[src/rtl/otacc_pkg.sv]
// ----------------------------------------------------------------------------
// otacc_pkg
// Shared types, constants and helpers for the outer-product tile accumulator.
// ----------------------------------------------------------------------------
`default_nettype none

package otacc_pkg;

  // tile shape, each in 1..4
  localparam int unsigned TILE_ROWS = 4;
  localparam int unsigned TILE_COLS = 4;

  // number of A and B lanes that the input transaction carries
  localparam int unsigned LANES = 4;

  localparam int unsigned ELEM_W = 16;
  localparam int unsigned PROD_W = 2 * ELEM_W;
  localparam int unsigned ACC_W  = 48;
  localparam int unsigned IDX_W  = 2;

  localparam logic [IDX_W-1:0] LAST_ROW = IDX_W'(TILE_ROWS - 1);
  localparam logic [IDX_W-1:0] LAST_COL = IDX_W'(TILE_COLS - 1);

  typedef logic signed [ELEM_W-1:0] elem_t;
  typedef logic signed [PROD_W-1:0] prod_t;
  typedef logic signed [ACC_W-1:0]  acc_t;
  typedef logic signed [ACC_W:0]    sum_t;

  typedef enum logic [1:0] {
    ST_IDLE,
    ST_ACC,
    ST_DRAIN
  } state_t;

  // controller to datapath
  typedef struct packed {
    logic             load;
    logic             accum;
    logic [IDX_W-1:0] row;
    logic [IDX_W-1:0] col;
  } cmd_t;

  // datapath to controller
  typedef struct packed {
    logic last;
  } status_t;

  // clamp a one-bit-wider sum to the accumulator range
  function automatic acc_t sat_acc(sum_t s);
    acc_t r;
    if (s[ACC_W] != s[ACC_W-1]) begin
      r = s[ACC_W] ? {1'b1, {(ACC_W-1){1'b0}}} : {1'b0, {(ACC_W-1){1'b1}}};
    end else begin
      r = s[ACC_W-1:0];
    end
    return r;
  endfunction

endpackage

`default_nettype wire

[src/rtl/otacc_ctrl.sv]
// ----------------------------------------------------------------------------
// otacc_ctrl
// Sequencer: takes a step, runs the accumulate cycle, then walks the drain after a last step.
// ----------------------------------------------------------------------------
`default_nettype none

module otacc_ctrl (
  input  wire logic               clk,
  input  wire logic               rst,
  input  wire logic               step_valid,
  output      logic               step_ready,
  output      logic               result_valid,
  input  wire logic               result_ready,
  output      logic               result_done,
  output      otacc_pkg::cmd_t    cmd,
  input  wire otacc_pkg::status_t status
);

  otacc_pkg::state_t state, state_next;
  logic [otacc_pkg::IDX_W-1:0] row, row_next;
  logic [otacc_pkg::IDX_W-1:0] col, col_next;
  logic at_end;
  logic out_fire;

  assign at_end   = (row == otacc_pkg::LAST_ROW) && (col == otacc_pkg::LAST_COL);
  assign out_fire = result_valid && result_ready;

  always_ff @(posedge clk) begin
    if (rst) begin
      state <= otacc_pkg::ST_IDLE;
      row   <= '0;
      col   <= '0;
    end else begin
      state <= state_next;
      row   <= row_next;
      col   <= col_next;
    end
  end

  // next state
  always_comb begin
    state_next = state;
    row_next   = row;
    col_next   = col;
    case (state)
      otacc_pkg::ST_IDLE: begin
        if (step_valid) begin
          state_next = otacc_pkg::ST_ACC;
        end
      end
      otacc_pkg::ST_ACC: begin
        row_next = '0;
        col_next = '0;
        state_next = status.last ? otacc_pkg::ST_DRAIN : otacc_pkg::ST_IDLE;
      end
      otacc_pkg::ST_DRAIN: begin
        if (out_fire) begin
          if (at_end) begin
            state_next = otacc_pkg::ST_IDLE;
          end else if (col == otacc_pkg::LAST_COL) begin
            col_next = '0;
            row_next = row + 1'b1;
          end else begin
            col_next = col + 1'b1;
          end
        end
      end
      default: begin
        state_next = otacc_pkg::ST_IDLE;
      end
    endcase
  end

  // outputs
  always_comb begin
    step_ready   = 1'b0;
    result_valid = 1'b0;
    result_done  = 1'b0;
    cmd.load     = 1'b0;
    cmd.accum    = 1'b0;
    cmd.row      = row;
    cmd.col      = col;
    case (state)
      otacc_pkg::ST_IDLE: begin
        step_ready = 1'b1;
        cmd.load   = step_valid;
      end
      otacc_pkg::ST_ACC: begin
        cmd.accum = 1'b1;
      end
      otacc_pkg::ST_DRAIN: begin
        result_valid = 1'b1;
        result_done  = at_end;
      end
      default: begin
        step_ready = 1'b0;
      end
    endcase
  end

endmodule

`default_nettype wire

[config.mk]
export PLATFORM = sky130hd
export DESIGN_NAME = otacc_ctrl
export DESIGN_NICKNAME = d
export VERILOG_FILES = /design/src/rtl/otacc_pkg.sv /design/src/rtl/otacc_ctrl.sv
export SDC_FILE = /design/constraint.sdc
export NUM_CORES = 1
export LEC_CHECK = 0
export ABC_AREA = 1
export BUFFER_PORTS_ARGS = -buffer_cell sky130_fd_sc_hd__buf_2
export CAP_MARGIN = 20
export CORE_AREA = 2 2 39 41
export DETAILED_ROUTE_END_ITERATION = 6
export DIE_AREA = 0 0 41 43
export GPL_ROUTABILITY_DRIVEN = 0
export MAX_ROUTING_LAYER = met4
export REMOVE_ABC_BUFFERS = 1
export SYNTH_ARGS = -nofsm -noshare
export SYNTH_HDL_FRONTEND = slang
export SYNTH_SLANG_ARGS = --single-unit
[constraint.sdc]
create_clock -name clk -period 2.5 [get_ports clk]
set_input_delay 0.5 -clock clk [delete_from_list [all_inputs] [get_ports clk]]
set_output_delay 0.5 -clock clk [all_outputs]
set_load 0.01 [all_outputs]
==> flow_summary.json, run 1 <==
{
  "clock_insertion_delay_worst_skew_ns": 0.24,
  "layout_worst_path_cycle_share_pct": 66.2,
  "viasPerCell": 4.22,
  "cellLeakagePower_nw": 0.263,
  "grt_pass1_vias": 309,
  "cts.root.buffer_cell": "clkbuf_4",
  "cts_resized": 0,
  "max-vdd-ir-drop_uv": 217,
  "power_frac_clock_pct": 37.4,
  "cts.hold.buffers_added": 0,
  "drt-total-wl_um": 721,
  "fp.dieW_um": 41,
  "clkSlewWorstSetupHoldPaths_ns": 0.04,
  "timing.critical_path.to": "result_done",
  "hold_path_depth": 2,
  "setup_tns_ns": 0,
  "grt-ovfl-total": 0,
  "worstPathArrival_ns": 1.16,
  "swShare_pct": 26.8,
  "layout.cells.most_common": "nand2_1",
  "seqPwrFrac_pct": 45.1,
  "avgSynthCellArea_um2": 6.44,
  "clkSinkCount": 6,
  "port-buffer-count": 13,
  "number_of_buffers_between_clock_root_and_the_deepest_sink": 2,
  "power_density_mw_per_mm2": 507,
  "hpwlAfterDp_um": 596,
  "rsz_0062_raised_after_global_routing": "false",
  "final.min_clock_period_ns": 1.66,
  "first_pass_iters": 4,
  "layout_setup_ws_ns": 0.844,
  "design.final.nets": 80,
  "boundaryPins": 14,
  "finalPower_w": 0.000234,
  "cts_tree": "built",
  "num_vias": 367,
  "max_cap_viol_count": 0,
  "largest_net_degree_at_the_start_of_global_routing": 6,
  "die_height_um": 43,
  "grt_usage_pct": 9.77,
  "yosys.area.top_type": "dfxtp_1",
  "mostFrequentLayoutCells": "nand2_1 (17), buf_2 (13), nor2_1 (10)",
  "drt_antenna_net_count": 0,
  "final_util_pct": 33.4,
  "unique_cell_type_count_in_the_yosys_netlist": 12,
  "worst_setup_path_end_kind": "output pin",
  "post_route_cells_drive_above_1_share_pct": 31.0,
  "drt-initial-drc-count": 3,
  "core_mm2": 0.00138,
  "worst_hold_slack_ns": 0.463,
  "worst-endpoint-required_ns": 2.00,
  "total_switching_power_w": 0.0000628,
  "power.share.combinational_pct": 17.5,
  "die_area_mm2": 0.00176,
  "residual_drc": 0,
  "worstSetupStartpoint": "col[1]$_SDFFE_PP0P_",
  "timing.rr.start": "col[1]$_SDFFE_PP0P_",
  "routed_wire_length_per_instance_um": 8.29,
  "floorplan.initialDensity_pct": 25.6,
  "number_of_buffers_added_by_the_clock_tree_synthesis_step": 3,
  "min-delay-path-class": "in2reg",
  "synthDominantCellAreaShare_pct": 33.9,
  "num_antenna_cells": 0,
  "final-hold-violation-count": 0,
  "crit-reg2reg-capture": "row[1]$_SDFFE_PP0P_",
  "critPathMaxFanout": 4,
  "timing_limited_maximum_frequency_mhz": 604,
  "synthCells": 55,
  "cellInternalPower_w": 0.000171,
  "timing.reg2reg.setup_slack_ns": 1.32,
  "slew_headroom_pct": 87.7,
  "type_of_element_launching_the_critical_path": "flip-flop",
  "pre_cts_ws_ns": 1.11,
  "run_status": "completed",
  "synthesis.yosys.warnings": 0,
  "finish_stage_setup_viols": 0,
  "report.final.slew_viol_count": 0,
  "clock_tree.htree_level_count": 1,
  "grt_antenna_before_repair": 0,
  "ff2ff_path_depth": 8,
  "rows": 14,
  "skew_ns": 0.00198,
  "yosys_register_bits": 6,
  "post_synth_instance_area_um2": 354,
  "yosysSeqAreaShare_pct": 33.9,
  "synth.area.top_cells": "dfxtp_1 (34%), nand2_1 (18%), nor2_1 (11%), inv_1 (8.5%), ha_1 (7.1%)",
  "worst_max_slew_pin_slew_ns": 0.185,
  "area_delta_synth_final_pct": 30.4,
  "grt_first_pass_wirelength_mm": 1.12,
  "cts_setup_buffers": 0,
  "criticalPathCategory": "reg2out"
}
-- synth_stat cells --
library cell and count:
a21oi_1 2, a21oi_2 1, dfxtp_1 6, ha_1 2, inv_1 8, inv_2 1
nand2_1 17, nand2_2 2, nand2_4 1, nand3_1 4, nor2_1 10, nor2_4 1
-- flip-flops by register name, summed over array words and instances (netlist names) --
name and cells:
row 2, state 2, col 2
-- worst min-delay path by stage --
stage / start / end / slack, ns
floorplan: col[1]$_SDFFE_PP0P_ / col[1]$_SDFFE_PP0P_ / 0.50
global placement: col[1]$_SDFFE_PP0P_ / col[1]$_SDFFE_PP0P_ / 0.47
detailed placement: col[1]$_SDFFE_PP0P_ / col[1]$_SDFFE_PP0P_ / 0.48
CTS: rst / col[1]$_SDFFE_PP0P_ / 0.46
global route: rst / col[1]$_SDFFE_PP0P_ / 0.45
finish: rst / col[1]$_SDFFE_PP0P_ / 0.46
-- per-stage QoR --
| stage | cells | instance area (um^2) |
|---|---|---|
| floorplan | 55 | 354 |
| global placement | 84 | 439 |
| detailed placement | 84 | 439 |
| CTS | 87 | 462 |
| global route | 87 | 462 |
| finish | 87 | 462 |
-- area by class of cell --
type / instances / area, um^2
fill: 160 / 922
clock buffer: 3 / 22.5
tap: 16 / 20.0
multi-input combinational: 40 / 200
timing repair buffer: 13 / 65.1
sequential: 6 / 120
inverter: 9 / 33.8
-- cell families (layout without fill, tap and decap cells) --
logic type | Yosys count | after routing | synth area share, %
compound gates | 3 | 3 | 5.30
fa+ha+maj | 2 | 2 | 7.07
buf+inv | 9 | 25 | 9.54
flops | 6 | 6 | 33.9
simple gates | 35 | 35 | 44.2
-- worst max-delay path, cell delays in order, from the launching register on --
cell and delay [ns]:
dfxtp_1 0.37, ha_1 0.23, nand2_1 0.08, nor2_1 0.10, buf_2 0.13
-- power by group through the flow --
stage,clock network (W),logic (W),registers (W)
2_1_floorplan,0,0.0000257,0.000108
3_3_place_gp,0,0.0000415,0.000107
3_5_place_dp,0,0.0000415,0.000107
4_1_cts,0.0000919,0.0000416,0.000106
5_1_grt,0.0000991,0.0000466,0.000106
6_report,0.0000877,0.0000410,0.000106
-- routing by layer --
| metal | GRT usage [%] | vias up | part of all wire (%) |
|---|---|---|---|
| met1 | 11.9 | 161 | 47 |
| li1 | - | 198 | - |
| met2 | 12.5 | 8 | 49 |
| met5 | - | - | 0 |
| met3 | 3.14 | 0 | 3.7 |
| met4 | 8.00 | 0 | 0 |
Power figures use the tool's default switching activity.
==> run 2: changes to the inputs <==
ABC_AREA = 0   (was 1)
clock period = 1.4 ns   (was 2.5 ns; I/O delays follow)
==> run 2 against run 1 <==
Effect of this change:
- flip-flop and latch count unchanged
- largest power group unchanged
- total power increased by 67%
- combinational power increased by 17%
- global-route usage increased by 1.5 points
- non-clock buffer count up 1
- first-iteration DRC count fell by 100%
- setup slack worse by 0.81 ns
==> flow_summary.json, run 2 <==
{
  "final-hold-violation-count": 0,
  "viasPerCell": 5.06,
  "avgSynthCellArea_um2": 9.16,
  "final.min_clock_period_ns": 1.37,
  "grt-ovfl-total": 0,
  "global_route.usage.met1_pct": 13.2,
  "pre_cts_ws_ns": 0.112,
  "clock_tree.htree_level_count": 1,
  "report.final.slew_viol_count": 0,
  "final-seq-area_um2": 129,
  "max_cap_viol_count": 0,
  "multi_input_comb_area_um2": 243,
  "core_mm2": 0.00138,
  "max-vdd-ir-drop_uv": 313,
  "floorplan.initialDensity_pct": 24.5,
  "yosys.area.top_type": "dfxtp_1",
  "type_of_element_launching_the_critical_path": "flip-flop",
  "drt-total-wl_um": 846,
  "netlist_top_cells_count": "dfxtp_1 (6), nor2_1 (4), inv_1 (3), nand2_1 (3)",
  "synthDominantCellAreaShare_pct": 35.4,
  "worstSetupStartpoint": "state[0]$_SDFFE_PP0P_",
  "timing_limited_maximum_frequency_mhz": 730,
  "largest_registers_in_the_final_layout": "col (2), row (2), state (2)",
  "grt_usage_pct": 11.3,
  "synthCells": 37,
  "drt-initial-drc-count": 0,
  "post_synth_instance_area_um2": 339,
  "synth-edff-count": 0,
  "cts.root.buffer_cell": "clkbuf_4",
  "ys_async_sr_fraction_pct": 0,
  "clkSinkCount": 6,
  "timing.reg2reg.setup_slack_ns": 0.23,
  "routed_wire_length_per_instance_um": 12.1,
  "number_of_buffers_between_clock_root_and_the_deepest_sink": 2,
  "slew_headroom_pct": 82.1,
  "grt_first_pass_wirelength_mm": 1.30,
  "post-synth-top-count-cell": "dfxtp_1",
  "rows": 14,
  "finalPower_w": 0.000391,
  "yosys_register_bits": 6,
  "port-buffer-count": 13,
  "worst_setup_path_end_kind": "output pin",
  "boundaryPins": 14,
  "hold_path_depth": 2,
  "timing.rr.start": "state[0]$_SDFFE_PP0P_",
  "critPathMaxFanout": 5,
  "busiest_layer": "met2",
  "hpwlAfterDp_um": 566,
  "synthesis.yosys.warnings": 0,
  "worstPathArrival_ns": 1.09,
  "ff2ff_path_depth": 3,
  "mostFrequentLayoutCells": "buf_2 (12), dfxtp_2 (4)",
  "grt.met3_usage_pct": 1.57,
  "drt_antenna_net_count": 0,
  "cellLeakagePower_nw": 0.224,
  "layout_worst_path_cycle_share_pct": 97.8,
  "worst-endpoint-required_ns": 1.12,
  "hold_path.startpoint": "step_valid",
  "first_pass_iters": 1,
  "synth.area.top_cells": "dfxtp_1 (35%), ha_1 (7.4%), mux2_2 (6.6%), a2111oi_2 (4.4%), nor2_1 (4.4%)",
  "final.fill_count": 145,
  "finish_stage_setup_viols": 0,
  "globalRouteMet2Util_pct": 15.9,
  "cts.hold.buffers_added": 0,
  "clock_insertion_delay_worst_skew_ns": 0.24,
  "number_of_buffers_added_by_the_clock_tree_synthesis_step": 3,
  "worst_max_slew_pin_slew_ns": 0.268,
  "layout_setup_ws_ns": 0.0306,
  "design.final.nets": 63,
  "min-delay-path-class": "in2reg",
  "post_route_cells_drive_above_1_share_pct": 61.1,
  "power_density_mw_per_mm2": 775,
  "clkSlewWorstSetupHoldPaths_ns": 0.05,
  "worst_hold_slack_ns": 0.274,
  "die_area_mm2": 0.00176,
  "dominantRegCellSynth": "dfxtp_1",
  "unique_cell_type_count_in_the_yosys_netlist": 20,
  "layout.cells.most_common": "buf_2",
  "grt_pass1_vias": 324,
  "largest_net_degree_at_the_start_of_global_routing": 9,
  "grt_antenna_before_repair": 0,
  "num_antenna_cells": 0,
  "die_height_um": 43,
  "residual_drc": 0,
  "area_delta_synth_final_pct": 48.7,
  "cts_tree": "built",
  "criticalPathCategory": "reg2out",
  "skew_ns": 0.000129,
  "run_status": "completed",
  "num_vias": 354,
  "setup_tns_ns": 0,
  "yosysSeqAreaShare_pct": 35.4,
  "fp.dieW_um": 41
}
[run 2: cell types whose count changed after synthesis, sizes merged, moves of 3 or more]
cell	delta
nor2	-7
inv	-6
nand3	-3
a21oi	-3
nand2	-17
[run 2: layout make-up]
class | count | share of cell area (%)
clock buffers | 3 | 4.47
inverters | 3 | 2.23
multi-input cells | 28 | 48.1
flip-flops and latches | 6 | 25.6
well taps | 16 | 3.97
repair buffers | 14 | 15.6
[run 2: report_power, final]
part	switching, W	leakage, nW	total, W	internal [W]
combinational	0.0000258	0.159	0.0000478	0.0000220
sequential	0.00000600	0.0513	0.000181	0.000175
clock	0.0000644	0.0138	0.000162	0.0000971
[run 2: layer usage]
layer / share of wire, % / wire (um) / vias up
li1: - / - / 172
met1: 42 / 358 / 168
met2: 50 / 423 / 10
met3: 4.3 / 36 / 4
met4: 3.3 / 28 / 0
met5: 0 / 0 / -
[run 2: cell families after synthesis]
group	after synthesis	share of synthesized area, %
and+or+nand+nor	19	33.2
DFF	6	35.4
AOI/OAI and AO/OA	5	14.0
buffers and inverters	3	3.32
muxes	2	6.64
adders and majority gates	2	7.38
[run 2: worst paths after layout]
path                           endpoint
hold / removal    state[0]$_SDFFE_PP0P_
setup / recovery            result_done
setup reg to reg    row[0]$_SDFFE_PP0P_
hold reg to reg     col[0]$_SDFFE_PP0P_
[run 2: stage by stage]
stage          utilization (%)  area, um^2  cells
6_report                  36.4         504     70
5_1_grt                   36.4         504     70
4_1_cts                   33.5         464     69
3_5_place_dp              30.7         424     66
3_3_place_gp              30.7         424     66
2_1_floorplan                -         339     37
[run 2: what timing repair did]
| item | 4_1_cts | 5_1_grt |
|---|---|---|
| gates resized for setup | 5 | 9 |
| buffers inserted | 0 | 1 |
| endpoints found under the setup margin | 2 | 2 |
| pin swaps | 1 | 1 |
| hold endpoints to repair | 0 | 0 |
[run 2: critical path: stages (launching register included)]
cell     delay [ns]
dfxtp_4        0.36
and2b_2        0.23
and3_4         0.15
buf_6          0.11
==> run 3: changes to the inputs <==
ABC_AREA = 1   (was 0)
==> run 3 against run 2 <==
Effect of this change:
- setup slack improved by 0.052 ns
- critical path type unchanged
- maximum frequency up 3.9%
- non-clock buffer count decreased by 1
- combinational power grew 58%
==> flow_summary.json, run 3 (same netlist as run 1, synthesis figures left out) <==
{
  "design.final.nets": 80,
  "m1_wl_um": 374,
  "drt-total-wl_um": 752,
  "residual_drc": 0,
  "cts_tree": "built",
  "num_vias": 361,
  "number_of_buffers_between_clock_root_and_the_deepest_sink": 2,
  "fp.dieW_um": 41,
  "clock_insertion_delay_worst_skew_ns": 0.24,
  "power_density_mw_per_mm2": 854,
  "first_pass_iters": 1,
  "max_cap_viol_count": 0,
  "grt_pass1_vias": 305,
  "rows": 14,
  "cts_setup_buffers": 0,
  "core_mm2": 0.00138,
  "final_util_pct": 35.7,
  "drt-initial-drc-count": 0,
  "clkSinkCount": 6,
  "criticalPathCategory": "reg2out",
  "floorplan.initialDensity_pct": 25.6,
  "worst_setup_path_end_kind": "output pin",
  "route.met3.wl_um": 17,
  "final.min_clock_period_ns": 1.32,
  "layout.cells.most_common": "nand2_1",
  "port-buffer-count": 13,
  "report.final.slew_viol_count": 0,
  "boundaryPins": 14,
  "finish_stage_setup_viols": 0,
  "largest_net_degree_at_the_start_of_global_routing": 6,
  "viasPerCell": 4.15,
  "slew_headroom_pct": 88.2,
  "num_antenna_cells": 0,
  "skew_ns": 0.00147,
  "worstSetupStartpoint": "row[0]$_SDFFE_PP0P_",
  "grt-ovfl-total": 0,
  "hpwlAfterDp_um": 606,
  "drt_antenna_net_count": 0,
  "worst-endpoint-required_ns": 1.12,
  "cts.hold.buffers_added": 0,
  "area_delta_synth_final_pct": 39.6,
  "cts.root.buffer_cell": "clkbuf_4",
  "max-vdd-ir-drop_uv": 281,
  "wl_met2_um": 351,
  "critPathMaxFanout": 4,
  "die_height_um": 43,
  "type_of_element_launching_the_critical_path": "flip-flop",
  "die_area_mm2": 0.00176,
  "post_route_cells_drive_above_1_share_pct": 39.4,
  "layout_worst_path_cycle_share_pct": 94.1,
  "clock_tree.htree_level_count": 1,
  "grt_first_pass_wirelength_mm": 1.18,
  "timing.rr.start": "col[1]$_SDFFE_PP0P_",
  "mostFrequentLayoutCells": "nand2_1 (17), buf_2 (13), nor2_1 (10)",
  "largest_registers_in_the_final_layout": "col (2), row (2), state (2)",
  "setup_tns_ns": 0,
  "grt_usage_pct": 10.3,
  "clkSlewWorstSetupHoldPaths_ns": 0.04,
  "cellLeakagePower_nw": 0.260,
  "min-delay-path-class": "in2reg",
  "hold_path.startpoint": "rst",
  "final.fill_count": 166,
  "timing_limited_maximum_frequency_mhz": 759,
  "rsz_0062_raised_after_global_routing": "false",
  "grt_antenna_before_repair": 0,
  "routed_wire_length_per_instance_um": 8.64,
  "highest-signal-layer": "met4",
  "worstPathArrival_ns": 1.04,
  "final-hold-violation-count": 0,
  "number_of_buffers_added_by_the_clock_tree_synthesis_step": 3,
  "run_status": "completed",
  "worst_max_slew_pin_slew_ns": 0.177
}
-- run 3: cell types whose count changed in the layout (fill, tap and decap cells not counted), moves of 2 or more --
| cell | previous run | this run |
|---|---|---|
| a21oi_1 | 0 | 2 |
| inv_1 | 3 | 8 |
| mux2_2 | 2 | 0 |
| nand2_1 | 3 | 17 |
| nand2_2 | 0 | 2 |
| nand3_1 | 1 | 4 |
| nor2_1 | 3 | 10 |
| nor3b_1 | 2 | 0 |
-- run 3: what timing repair did --
| item | CTS | global route |
|---|---|---|
| resized for setup | 2 | 7 |
| setup endpoints to repair | 1 | 1 |
| pin swaps | 1 | 0 |
-- run 3: critical path: stages, from the launching register on --
cell	delay [ns]
dfxtp_2	0.37
ha_4	0.14
nand2_1	0.06
nor2_1	0.09
buf_2	0.13
-- run 3: per-layer routing --
metal | GRT usage (%) | vias to the layer above
li1 | - | 199
met1 | 13.5 | 153
met2 | 12.5 | 7
met3 | 3.14 | 2
met4 | 8.00 | 0
met5 | - | -
-- run 3: power by group --
part / leakage (nW) / switching (W) / internal (W)
Clock: 0.0138 / 0.0000595 / 0.0000968
Sequential: 0.0511 / 0.0000109 / 0.000179
Combinational: 0.195 / 0.0000449 / 0.0000307
-- run 3: final timing paths --
kind / endpoint / slack, ns / cells past startpoint
worst max-delay path: result_done / 0.08 / 4
worst min-delay path: col[1]$_SDFFE_PP0P_ / 0.23 / 2
worst max register to register: row[1]$_SDFFE_PP0P_ / 0.32 / 7
worst min register to register: col[1]$_SDFFE_PP0P_ / 0.50 / 2
-- run 3: area by class of cell --
| type | instances | area (um^2) | area share, % |
|---|---|---|---|
| multi-input combinational | 40 | 225 | 45.6 |
| sequential | 6 | 128 | 25.8 |
| timing repair buffer | 13 | 65.1 | 13.2 |
| inverter | 9 | 33.8 | 6.84 |
| clock buffer | 3 | 22.5 | 4.56 |
| tap | 16 | 20.0 | 4.05 |
-- run 3: per-stage QoR --
stage / std cells / worst slack (ns) / power, W / hold WS (ns) / instance area [um^2]
2_1_floorplan: 55 / 0.254 / 0.000239 / 0.342 / 354
3_3_place_gp: 84 / 0.257 / 0.000266 / 0.468 / 439
3_5_place_dp: 84 / 0.239 / 0.000267 / 0.478 / 439
4_1_cts: 87 / 0.00606 / 0.000428 / 0.231 / 465
5_1_grt: 87 / 0.00317 / 0.000455 / 0.223 / 494
6_report: 87 / 0.0826 / 0.000422 / 0.233 / 494
